<file path="src/hdl/cbk_pkg.sv">
// ----------------------------------------------------------------------------
// cbk_pkg
// Shared types and constants of the button chord key event generator:
// event codes, event slot positions, the configuration bundle, the record
// passed from the classifying front end to the emitting back end, and the
// queue status bundle.
// ----------------------------------------------------------------------------
package cbk_pkg;

  // Counter and register width.
  localparam int CntW = 16;

  // Event codes on the result channel.
  localparam logic [2:0] EV_TICK = 3'd0;
  localparam logic [2:0] EV_UP   = 3'd1;
  localparam logic [2:0] EV_DOWN = 3'd2;
  localparam logic [2:0] EV_OK   = 3'd3;
  localparam logic [2:0] EV_BACK = 3'd4;
  localparam logic [2:0] EV_AUTO = 3'd5;
  localparam logic [2:0] EV_FAST = 3'd6;

  // Configuration register indexes.
  localparam logic [1:0] REG_HOLD_DELAY   = 2'd0;
  localparam logic [1:0] REG_BACK_OFF     = 2'd1;
  localparam logic [1:0] REG_IDLE_TIMEOUT = 2'd2;

  // Reset values of the configuration registers.
  localparam logic [CntW-1:0] HOLD_DELAY_RST   = 16'd250;
  localparam logic [CntW-1:0] BACK_OFF_RST     = 16'd11;
  localparam logic [CntW-1:0] IDLE_TIMEOUT_RST = 16'd10000;

  // Event slots of one tick, in emission order.
  localparam int NumSlots  = 5;
  localparam int SLOT_UP   = 0;
  localparam int SLOT_DN   = 1;
  localparam int SLOT_AU   = 2;
  localparam int SLOT_IDLE = 3;
  localparam int SLOT_TICK = 4;

  // Configuration register bundle.
  typedef struct packed {
    logic [CntW-1:0] hold_delay;
    logic [CntW-1:0] back_off;
    logic [CntW-1:0] idle_timeout;
  } cfg_t;

  // One classified tick: pending event mask plus the codes of the key slots.
  typedef struct packed {
    logic [NumSlots-1:0] mask;
    logic [2:0]          up_code;
    logic [2:0]          dn_code;
    logic [2:0]          au_code;
  } evt_rec_t;

  // Queue status seen by both ends.
  typedef struct packed {
    logic full;
    logic empty;
  } q_status_t;

endpackage

</file>
<file path="src/hdl/cbk_front.sv">
// ----------------------------------------------------------------------------
// cbk_front
// Front end: accepts one tick transaction, updates the button flags, hold
// counters and idle counter, and pushes the tick's event record to the queue.
// ----------------------------------------------------------------------------
module cbk_front import cbk_pkg::*; (
  input  logic     clk,
  input  logic     rst_n,
  input  cfg_t     cfg,
  input  logic     in_valid,
  input  logic     control_level,
  input  logic     up_ok_level,
  input  logic     down_key_level,
  input  logic     auto_key_level,
  input  q_status_t q_stat,
  output logic     q_push,
  output evt_rec_t q_wdata
);

  logic [1:0]           dir_flag_r, dir_flag_nxt;
  logic [CntW-1:0]      hold_cnt_r   [2];
  logic [CntW-1:0]      hold_cnt_nxt [2];
  logic                 auto_flag_r, auto_flag_nxt;
  logic [CntW-1:0]      idle_cnt_r, idle_cnt_nxt;

  logic [1:0]           dir_lvl;
  logic [1:0]           dir_ev;
  logic [1:0]           dir_chord;
  logic [CntW-1:0]      hold_inc [2];
  logic [CntW:0]        hold_diff [2];
  logic                 any_press;
  logic [CntW-1:0]      idle_inc;
  logic [CntW-1:0]      idle_mid;
  logic                 idle_hit;
  logic                 auto_ev;

  // A tick is taken whenever the queue has room.
  assign q_push = in_valid && !q_stat.full;

  assign dir_lvl = {down_key_level, up_ok_level};

  // Up and down lanes: hold counting, repeat and release events.
  always_comb begin
    for (int i = 0; i < 2; i++) begin
      hold_inc[i]     = (hold_cnt_r[i] == '1) ? hold_cnt_r[i] : hold_cnt_r[i] + 1'b1;
      hold_diff[i]    = {1'b0, hold_inc[i]} - {1'b0, cfg.back_off};
      dir_ev[i]       = 1'b0;
      dir_chord[i]    = 1'b0;
      dir_flag_nxt[i] = dir_flag_r[i];
      hold_cnt_nxt[i] = hold_cnt_r[i];
      if (dir_lvl[i]) begin
        dir_flag_nxt[i] = 1'b1;
        hold_cnt_nxt[i] = hold_inc[i];
        if (!control_level && (hold_inc[i] >= cfg.hold_delay)) begin
          dir_ev[i] = 1'b1;
          // Saturate at zero when the back-off exceeds the count.
          hold_cnt_nxt[i] = (hold_diff[i][CntW] || hold_diff[i][CntW-1:0] == '0) ?
                            '0 : hold_diff[i][CntW-1:0];
        end
      end else if (dir_flag_r[i]) begin
        dir_ev[i]       = 1'b1;
        dir_chord[i]    = control_level;
        dir_flag_nxt[i] = 1'b0;
        hold_cnt_nxt[i] = '0;
      end
    end
  end

  // Auto/fast key and idle timeout.
  always_comb begin
    any_press     = control_level | up_ok_level | down_key_level | auto_key_level;
    idle_inc      = (idle_cnt_r == '1) ? idle_cnt_r : idle_cnt_r + 1'b1;
    idle_mid      = any_press ? '0 : idle_inc;
    idle_hit      = (idle_mid >= cfg.idle_timeout);
    idle_cnt_nxt  = idle_hit ? '0 : idle_mid;
    auto_ev       = !auto_key_level && auto_flag_r;
    auto_flag_nxt = auto_key_level;
  end

  // Event record for the back end.
  always_comb begin
    q_wdata                    = '0;
    q_wdata.mask[SLOT_UP]      = dir_ev[0];
    q_wdata.mask[SLOT_DN]      = dir_ev[1];
    q_wdata.mask[SLOT_AU]      = auto_ev;
    q_wdata.mask[SLOT_IDLE]    = idle_hit;
    q_wdata.mask[SLOT_TICK]    = 1'b1;
    q_wdata.up_code            = dir_chord[0] ? EV_OK : EV_UP;
    q_wdata.dn_code            = dir_chord[1] ? EV_BACK : EV_DOWN;
    q_wdata.au_code            = control_level ? EV_FAST : EV_AUTO;
  end

  // Key state registers, updated once per accepted tick.
  always_ff @(posedge clk) begin
    if (!rst_n) begin
      dir_flag_r    <= '0;
      hold_cnt_r[0] <= '0;
      hold_cnt_r[1] <= '0;
      auto_flag_r   <= 1'b0;
      idle_cnt_r    <= '0;
    end else if (q_push) begin
      dir_flag_r    <= dir_flag_nxt;
      hold_cnt_r[0] <= hold_cnt_nxt[0];
      hold_cnt_r[1] <= hold_cnt_nxt[1];
      auto_flag_r   <= auto_flag_nxt;
      idle_cnt_r    <= idle_cnt_nxt;
    end
  end

endmodule

</file>
<file path="src/hdl/cbk_queue.sv">
// ----------------------------------------------------------------------------
// cbk_queue
// Two-entry queue of tick event records between the front and back ends.
// ----------------------------------------------------------------------------
module cbk_queue import cbk_pkg::*; (
  input  logic      clk,
  input  logic      rst_n,
  input  logic      push,
  input  evt_rec_t  wdata,
  input  logic      pop,
  output evt_rec_t  rdata,
  output q_status_t stat
);

  evt_rec_t   mem_r [2];
  logic       wr_ptr_r, wr_ptr_nxt;
  logic       rd_ptr_r, rd_ptr_nxt;
  logic [1:0] count_r, count_nxt;

  assign rdata      = mem_r[rd_ptr_r];
  assign stat.full  = (count_r == 2'd2);
  assign stat.empty = (count_r == 2'd0);

  // Pointer and fill count update.
  always_comb begin
    wr_ptr_nxt = push ? ~wr_ptr_r : wr_ptr_r;
    rd_ptr_nxt = pop ? ~rd_ptr_r : rd_ptr_r;
    count_nxt  = count_r;
    if (push && !pop) begin
      count_nxt = count_r + 2'd1;
    end else if (pop && !push) begin
      count_nxt = count_r - 2'd1;
    end
  end

  always_ff @(posedge clk) begin
    if (!rst_n) begin
      wr_ptr_r <= 1'b0;
      rd_ptr_r <= 1'b0;
      count_r  <= '0;
    end else begin
      wr_ptr_r <= wr_ptr_nxt;
      rd_ptr_r <= rd_ptr_nxt;
      count_r  <= count_nxt;
    end
  end

  // Storage needs no reset.
  always_ff @(posedge clk) begin
    if (push) begin
      mem_r[wr_ptr_r] <= wdata;
    end
  end

endmodule

</file>
<file path="src/hdl/cbk_back.sv">
// ----------------------------------------------------------------------------
// cbk_back
// Back end: walks the pending events of each tick record in order and drives
// one event per cycle into the output register while the output is not stalled.
// ----------------------------------------------------------------------------
module cbk_back import cbk_pkg::*; (
  input  logic      clk,
  input  logic      rst_n,
  input  evt_rec_t  q_rdata,
  input  q_status_t q_stat,
  output logic      q_pop,
  output logic      out_valid,
  input  logic      out_stall,
  output logic [2:0] out_event_code,
  output logic      out_last_of_tick
);

  evt_rec_t   cur_r, cur_nxt;
  logic       out_valid_r, out_valid_nxt;
  logic [2:0] code_r, code_nxt;
  logic       last_r, last_nxt;

  logic       use_head;
  evt_rec_t   src;
  logic       src_ok;
  logic       advance;
  logic [2:0] sel_code;
  logic [NumSlots-1:0] sel_bit;

  assign out_valid        = out_valid_r;
  assign out_event_code   = code_r;
  assign out_last_of_tick = last_r;

  // Source is the record in progress, or the queue head once it is done.
  always_comb begin
    use_head = (cur_r.mask == '0);
    src      = use_head ? q_rdata : cur_r;
    src_ok   = !use_head || !q_stat.empty;
    advance  = !out_valid_r || !out_stall;
  end

  // Lowest pending slot goes out first.
  always_comb begin
    sel_bit  = '0;
    sel_code = EV_TICK;
    if (src.mask[SLOT_UP]) begin
      sel_bit[SLOT_UP] = 1'b1;
      sel_code         = src.up_code;
    end else if (src.mask[SLOT_DN]) begin
      sel_bit[SLOT_DN] = 1'b1;
      sel_code         = src.dn_code;
    end else if (src.mask[SLOT_AU]) begin
      sel_bit[SLOT_AU] = 1'b1;
      sel_code         = src.au_code;
    end else if (src.mask[SLOT_IDLE]) begin
      sel_bit[SLOT_IDLE] = 1'b1;
      sel_code           = EV_BACK;
    end else begin
      sel_bit[SLOT_TICK] = 1'b1;
      sel_code           = EV_TICK;
    end
  end

  // Output register load and record progress.
  always_comb begin
    cur_nxt       = cur_r;
    out_valid_nxt = out_valid_r;
    code_nxt      = code_r;
    last_nxt      = last_r;
    q_pop         = 1'b0;
    if (advance) begin
      out_valid_nxt = src_ok;
      if (src_ok) begin
        code_nxt     = sel_code;
        last_nxt     = sel_bit[SLOT_TICK];
        cur_nxt      = src;
        cur_nxt.mask = src.mask & ~sel_bit;
        q_pop        = use_head;
      end
    end
  end

  always_ff @(posedge clk) begin
    if (!rst_n) begin
      cur_r       <= '0;
      out_valid_r <= 1'b0;
    end else begin
      cur_r       <= cur_nxt;
      out_valid_r <= out_valid_nxt;
    end
  end

  always_ff @(posedge clk) begin
    code_r <= code_nxt;
    last_r <= last_nxt;
  end

endmodule

</file>
<file path="src/hdl/button_chord_key_event_generator_core.sv">
// ----------------------------------------------------------------------------
// button_chord_key_event_generator_core
// Turns 1 ms button level samples into key events with chord, auto-repeat
// and idle timeout handling.
//
//   Channel | Handshake          | Payload
//   --------+--------------------+------------------------------------------
//   in_     | in_valid/in_stall  | control, up_ok, down_key, auto_key levels
//   out_    | out_valid/out_stall| event_code, last_of_tick
//   cfg_    | cfg_valid/cfg_ready| cfg_index, cfg_data
//
// A tick transaction is accepted in any cycle in which the two-entry queue
// has room; the front end classifies it in that same cycle.
// The back end emits one event per cycle unless out_stall holds it, so a tick
// yields 1 to 5 events, and the sustained rate is set by events per tick.
// Output stalls back up into the queue and then into in_stall.
// Synchronous reset clears key state, queue and output; there is no
// clearing pass.
// ----------------------------------------------------------------------------
module button_chord_key_event_generator_core import cbk_pkg::*; (
  input  logic       clk,
  input  logic       rst_n,
  input  logic       in_valid,
  output logic       in_stall,
  input  logic       in_control_level,
  input  logic       in_up_ok_level,
  input  logic       in_down_key_level,
  input  logic       in_auto_key_level,
  output logic       out_valid,
  input  logic       out_stall,
  output logic [2:0] out_event_code,
  output logic       out_last_of_tick,
  input  logic       cfg_valid,
  output logic       cfg_ready,
  input  logic [1:0] cfg_index,
  input  logic [15:0] cfg_data
);

  cfg_t      cfg_r, cfg_nxt;
  q_status_t q_stat;
  logic      q_push;
  logic      q_pop;
  evt_rec_t  q_wdata;
  evt_rec_t  q_rdata;

  assign cfg_ready = 1'b1;
  assign in_stall  = q_stat.full;

  // Configuration register writes; unknown indexes are ignored.
  always_comb begin
    cfg_nxt = cfg_r;
    if (cfg_valid && cfg_ready) begin
      unique case (cfg_index)
        REG_HOLD_DELAY:   cfg_nxt.hold_delay   = cfg_data;
        REG_BACK_OFF:     cfg_nxt.back_off     = cfg_data;
        REG_IDLE_TIMEOUT: cfg_nxt.idle_timeout = cfg_data;
        default:          cfg_nxt = cfg_r;
      endcase
    end
  end

  always_ff @(posedge clk) begin
    if (!rst_n) begin
      cfg_r.hold_delay   <= HOLD_DELAY_RST;
      cfg_r.back_off     <= BACK_OFF_RST;
      cfg_r.idle_timeout <= IDLE_TIMEOUT_RST;
    end else begin
      cfg_r <= cfg_nxt;
    end
  end

  cbk_front u_front (
    .clk             (clk),
    .rst_n           (rst_n),
    .cfg             (cfg_r),
    .in_valid        (in_valid),
    .control_level   (in_control_level),
    .up_ok_level     (in_up_ok_level),
    .down_key_level  (in_down_key_level),
    .auto_key_level  (in_auto_key_level),
    .q_stat          (q_stat),
    .q_push          (q_push),
    .q_wdata         (q_wdata)
  );

  cbk_queue u_queue (
    .clk   (clk),
    .rst_n (rst_n),
    .push  (q_push),
    .wdata (q_wdata),
    .pop   (q_pop),
    .rdata (q_rdata),
    .stat  (q_stat)
  );

  cbk_back u_back (
    .clk              (clk),
    .rst_n            (rst_n),
    .q_rdata          (q_rdata),
    .q_stat           (q_stat),
    .q_pop            (q_pop),
    .out_valid        (out_valid),
    .out_stall        (out_stall),
    .out_event_code   (out_event_code),
    .out_last_of_tick (out_last_of_tick)
  );

  // The final event of a tick is always the tick event.
  a_last_is_tick: assert property (@(posedge clk) disable iff (!rst_n)
    out_valid && out_last_of_tick |-> out_event_code == EV_TICK)
    else $error("last event of a tick is not a tick event");

  // The back end never takes a record from an empty queue.
  a_no_pop_empty: assert property (@(posedge clk) disable iff (!rst_n)
    q_pop |-> !q_stat.empty)
    else $error("queue popped while empty");

  // The front end never writes into a full queue.
  a_no_push_full: assert property (@(posedge clk) disable iff (!rst_n)
    q_push |-> !q_stat.full)
    else $error("queue pushed while full");

  // A stalled event stays valid and unchanged until it is taken.
  a_out_hold: assert property (@(posedge clk) disable iff (!rst_n)
    out_valid && out_stall |=>
      out_valid && $stable(out_event_code) && $stable(out_last_of_tick))
    else $error("stalled event changed");

endmodule
</file>
<file path="config.mk">
export PLATFORM = sky130hd
export DESIGN_NAME = button_chord_key_event_generator_core
export DESIGN_NICKNAME = d
export VERILOG_FILES = /design/src/hdl/cbk_pkg.sv /design/src/hdl/cbk_front.sv /design/src/hdl/cbk_queue.sv /design/src/hdl/cbk_back.sv /design/src/hdl/button_chord_key_event_generator_core.sv
export SDC_FILE = /design/constraint.sdc
export NUM_CORES = 1
export LEC_CHECK = 0
export ABC_AREA = 1
export BUFFER_PORTS_ARGS = -buffer_cell sky130_fd_sc_hd__buf_2
export CAP_MARGIN = 20
export CORE_AREA = 2 2 151 153
export DETAILED_ROUTE_END_ITERATION = 6
export DIE_AREA = 0 0 153 155
export PLACE_DENSITY = 0.65
export SETUP_SLACK_MARGIN = 0.3
export SLEW_MARGIN = 20
export SYNTH_ARGS = -nofsm -noshare
export SYNTH_HDL_FRONTEND = slang
export SYNTH_HIERARCHICAL = 1
export SYNTH_SLANG_ARGS = --single-unit
export TNS_END_PERCENT = 5
</file>
<file path="constraint.sdc">
create_clock -name clk -period 8 [get_ports clk]
set_input_delay 0.4 -clock clk [delete_from_list [all_inputs] [get_ports clk]]
set_output_delay 0.4 -clock clk [all_outputs]
set_load 0.01 [all_outputs]
</file>
==> results.toml <==
[layout]
drive_above_1_share_pct = 8.93
fin_cells = 1975
syn_to_final_growth_pct = 7.52
final_nets = 1790
layout_commonest_cell = "nand2_1"
nFillCells = 2182
diodes = 0
layout_common_cells = "nand2_1 (422), inv_1 (290), nor2_1 (174), nand3_1 (134), a21oi_1 (121)"

[placement]
place_congestion = 0.946
dp.cells = 1943
dp_hpwl_um = 21600
place.port_buffers = 32

[timing]
maxSlewHeadroom_pct = 35.0
rsz0062_at_grt = "no"
finClkSkew_ns = 0.0183
max_freq_ghz = 0.255
period_minus_slack_ns = 3.93
period_share_pct = 49.1
hold_violations = 0
tightest_slew_ns = 0.974
tns_ns = 0
slew_violations = 0
setup_viol = 0

[synthesis]
synth_cells = 1667
ys_top_cells_by_area = "edfxtp_1 (17%), dfxtp_1 (15%), nand2_1 (14%)"
synth_flop_cell = "dfxtp_1"
synth_top_area_cell = "edfxtp_1"
yosys_warnings = 6
syn_area_per_cell_um2 = 6.79
synth_top_area_share_pct = 17.0
synth-edff-count = 64
ys_seq_elements = 147
syn_area_mm2 = 0.0113
synth-async-reset-ratio_pct = 0
yosysUniqueCellTypes = 48
yosysSeqAreaShare_pct = 31.7

[clocking]
cts_buffer_depth = 2
clkLatencyLatePin_ns = 0.43
cts_tree = "done"
clock-sinks = 147
cts_buffers = 17
ctsResizeCount = 0
postCtsHoldBufs = 0
root_buffer = "clkbuf_16"
post_cts_buffers = 0
clk_pin_slew_worst_paths_ns = 0.07
h-tree-depth = 4

[power_and_ir_drop]
pwr-share-comb_pct = 39.4
p_leak_nw = 6.18
p_int_w = 0.00173
seq_power_share_pct = 32.8
power.switching_w = 0.00120
p_sw_share_pct = 40.9
ir_drop_v = 0.000155
p_per_area_mw_per_mm2 = 241
power_frac_clock_pct = 27.8

[min_path]
hp-start = "in_control_level"
whs_path_depth = 1
hold_path_class = "primary input to flip-flop"
hold_end = "u_queue/mem_r[0][1]$_DFFE_PP_"

[detailed_routing]
antenna_left = 0
wl_um = 27700
vias = 10167
dr.pass1.iters = 5
wire_per_inst_um = 14.0
drc = 0
drt_iter0_markers = 657
routed_via_density = 5.15

[status]
status = "completed"

[setup_path]
crit_buf_inv = 2
cp.arrival_ns = 4.07
critPathKind = "flip-flop to flip-flop"
cpPeakStageDelay_ns = 0.42
rr_endpoint = "u_front/hold_cnt_r[0][1]$_SDFFCE_PN0P_"
path_cells = "ha_1 -> nand2_2 -> nor2_4 -> inv_1 -> nor2_2 -> xor2_1 -> ha_1 -> inv_1 -> fa_1 -> nand3_1 -> nand3_1 -> xnor2_1 -> nand3_1 -> nor3_1 -> nand3_1 -> nand3_1 -> a21oi_1"
crit_family = "simple AND/OR/NAND/NOR gates"
critPathCaptureType = "flip-flop"
reg2reg_setup_slack_ns = 4.07
cp-start-kind = "flip-flop"
required_ns = 8.14
rr_worst_depth = 17
crit_path_max_fanout = 11
slowest_stage = "edfxtp_1"
reg2reg_from = "u_front/hold_cnt_r[0][0]$_SDFFCE_PN0P_"
cp_common_cell = "nand3_1"

[floorplan]
core_mm2 = 0.0222
die_w_um = 153
dieArea_mm2 = 0.0237
die_h_um = 155
start_util_pct = 50.9
boundaryPins = 34
num_rows = 55

[global_route]
grt_pass1_vias = 9484
grt_pass1_wl_um = 46500
grt_remaining_overflow = 0
antenna_found_initial = 0
grt_max_degree = 63
grt.total_usage_pct = 24.0

[run]
drv_cap = 0
[per-stage QoR]
step | util, % | setup WS, ns | hold slack [ns] | area, um^2 | total power, W
6_report | 54.7 | 4.07 | 0.212 | 12200 | 0.00293
5_1_grt | 54.7 | 3.68 | 0.211 | 12200 | 0.00317
4_1_cts | 54.7 | 4.05 | 0.200 | 12200 | 0.00294
3_5_place_dp | 52.0 | 4.06 | 0.448 | 11500 | 0.00212
3_3_place_gp | 52.0 | 4.13 | 0.444 | 11500 | 0.00211
2_1_floorplan | - | 4.82 | 0.429 | 11300 | 0.00191
[layout make-up]
cell class / count / area, um^2 / share of cell area [%]
Multi-Input combinational cell: 1174 / 6280 / 51.6
Clock inverter: 15 / 188 / 1.54
Sequential cell: 147 / 3580 / 29.5
Inverter: 299 / 1120 / 9.24
Clock buffer: 17 / 425 / 3.50
Timing Repair Buffer: 38 / 205 / 1.69
Tap cell: 285 / 357 / 2.93
[sequential cells by signal (all words and copies together), names as in the netlist, 2 cells and up, named ones only]
name	count
cfg_r	48
u_back/cur_r	10
u_back/out_event_code	3
u_front/dir_flag_r	2
u_front/hold_cnt_r	32
u_front/idle_cnt_r	16
u_queue/count_r	2
u_queue/mem_r	28
[cell usage after synthesis, types with 5 or more instances]
cell and instances:
nand2_1 422, inv_1 290, nor2_1 174, nand3_1 134, a21oi_1 121, ha_1 84
dfxtp_1 83, edfxtp_1 64, o21ai_0 52, nor3_1 26, nand4_1 20, buf_4 16
xor2_1 16, buf_2 15, mux2_2 14, nand3_2 13, nand2_2 11, nor2_2 11
nand3b_1 10, xnor2_1 10, buf_6 9, nor2_4 8, clkbuf_1 7, inv_2 7
o21ai_1 7, a21oi_2 5
[power groups by stage]
stage / sequential (W) / clock [W] / combinational (W)
after CTS: 0.000962 / 0.000831 / 0.00115
after floorplan: 0.000967 / 0 / 0.000938
after global placement: 0.000976 / 0 / 0.00113
final: 0.000962 / 0.000816 / 0.00115
after global routing: 0.000975 / 0.000862 / 0.00133
after detailed placement: 0.000979 / 0 / 0.00114
[worst max-delay path by stage]
stage | slack (ns) | cells after the start | endpoint | startpoint
4_1_cts | 4.05 | 17 | u_front/hold_cnt_r[0][4]$_SDFFCE_PN0P_ | u_front/hold_cnt_r[0][0]$_SDFFCE_PN0P_
3_5_place_dp | 4.06 | 17 | u_front/hold_cnt_r[0][4]$_SDFFCE_PN0P_ | u_front/hold_cnt_r[0][0]$_SDFFCE_PN0P_
6_report | 4.07 | 17 | u_front/hold_cnt_r[0][1]$_SDFFCE_PN0P_ | u_front/hold_cnt_r[0][0]$_SDFFCE_PN0P_
2_1_floorplan | 4.82 | 18 | u_front/hold_cnt_r[0][11]$_SDFFCE_PN0P_ | u_front/hold_cnt_r[0][0]$_SDFFCE_PN0P_
3_3_place_gp | 4.13 | 17 | u_front/hold_cnt_r[0][6]$_SDFFCE_PN0P_ | u_front/hold_cnt_r[0][0]$_SDFFCE_PN0P_
5_1_grt | 3.68 | 17 | u_front/hold_cnt_r[0][6]$_SDFFCE_PN0P_ | u_front/hold_cnt_r[0][0]$_SDFFCE_PN0P_
[logic make-up after synthesis]
group / count (synthesis) / synth area share (%)
buffers and inverters: 349 / 12.9
XOR/XNOR: 27 / 2.16
other: 3 / 0.0995
AO/OA/AOI/OAI: 197 / 9.16
flip-flops: 147 / 31.7
multiplexers: 14 / 1.39
adder cells (fa/ha/maj): 86 / 9.64
AND/OR/NAND/NOR: 844 / 33.0
[routing by layer]
layer | global-route usage (%) | wire length (um) | up-vias
met3 | 3.48 | 1540 | 35
li1 | - | - | 5310
met1 | 34.3 | 13600 | 4560
met5 | 0 | 0 | -
met4 | 6.79 | 527 | 0
met2 | 37.8 | 12100 | 262
No activity file was read; power rests on OpenSTA's default activity.
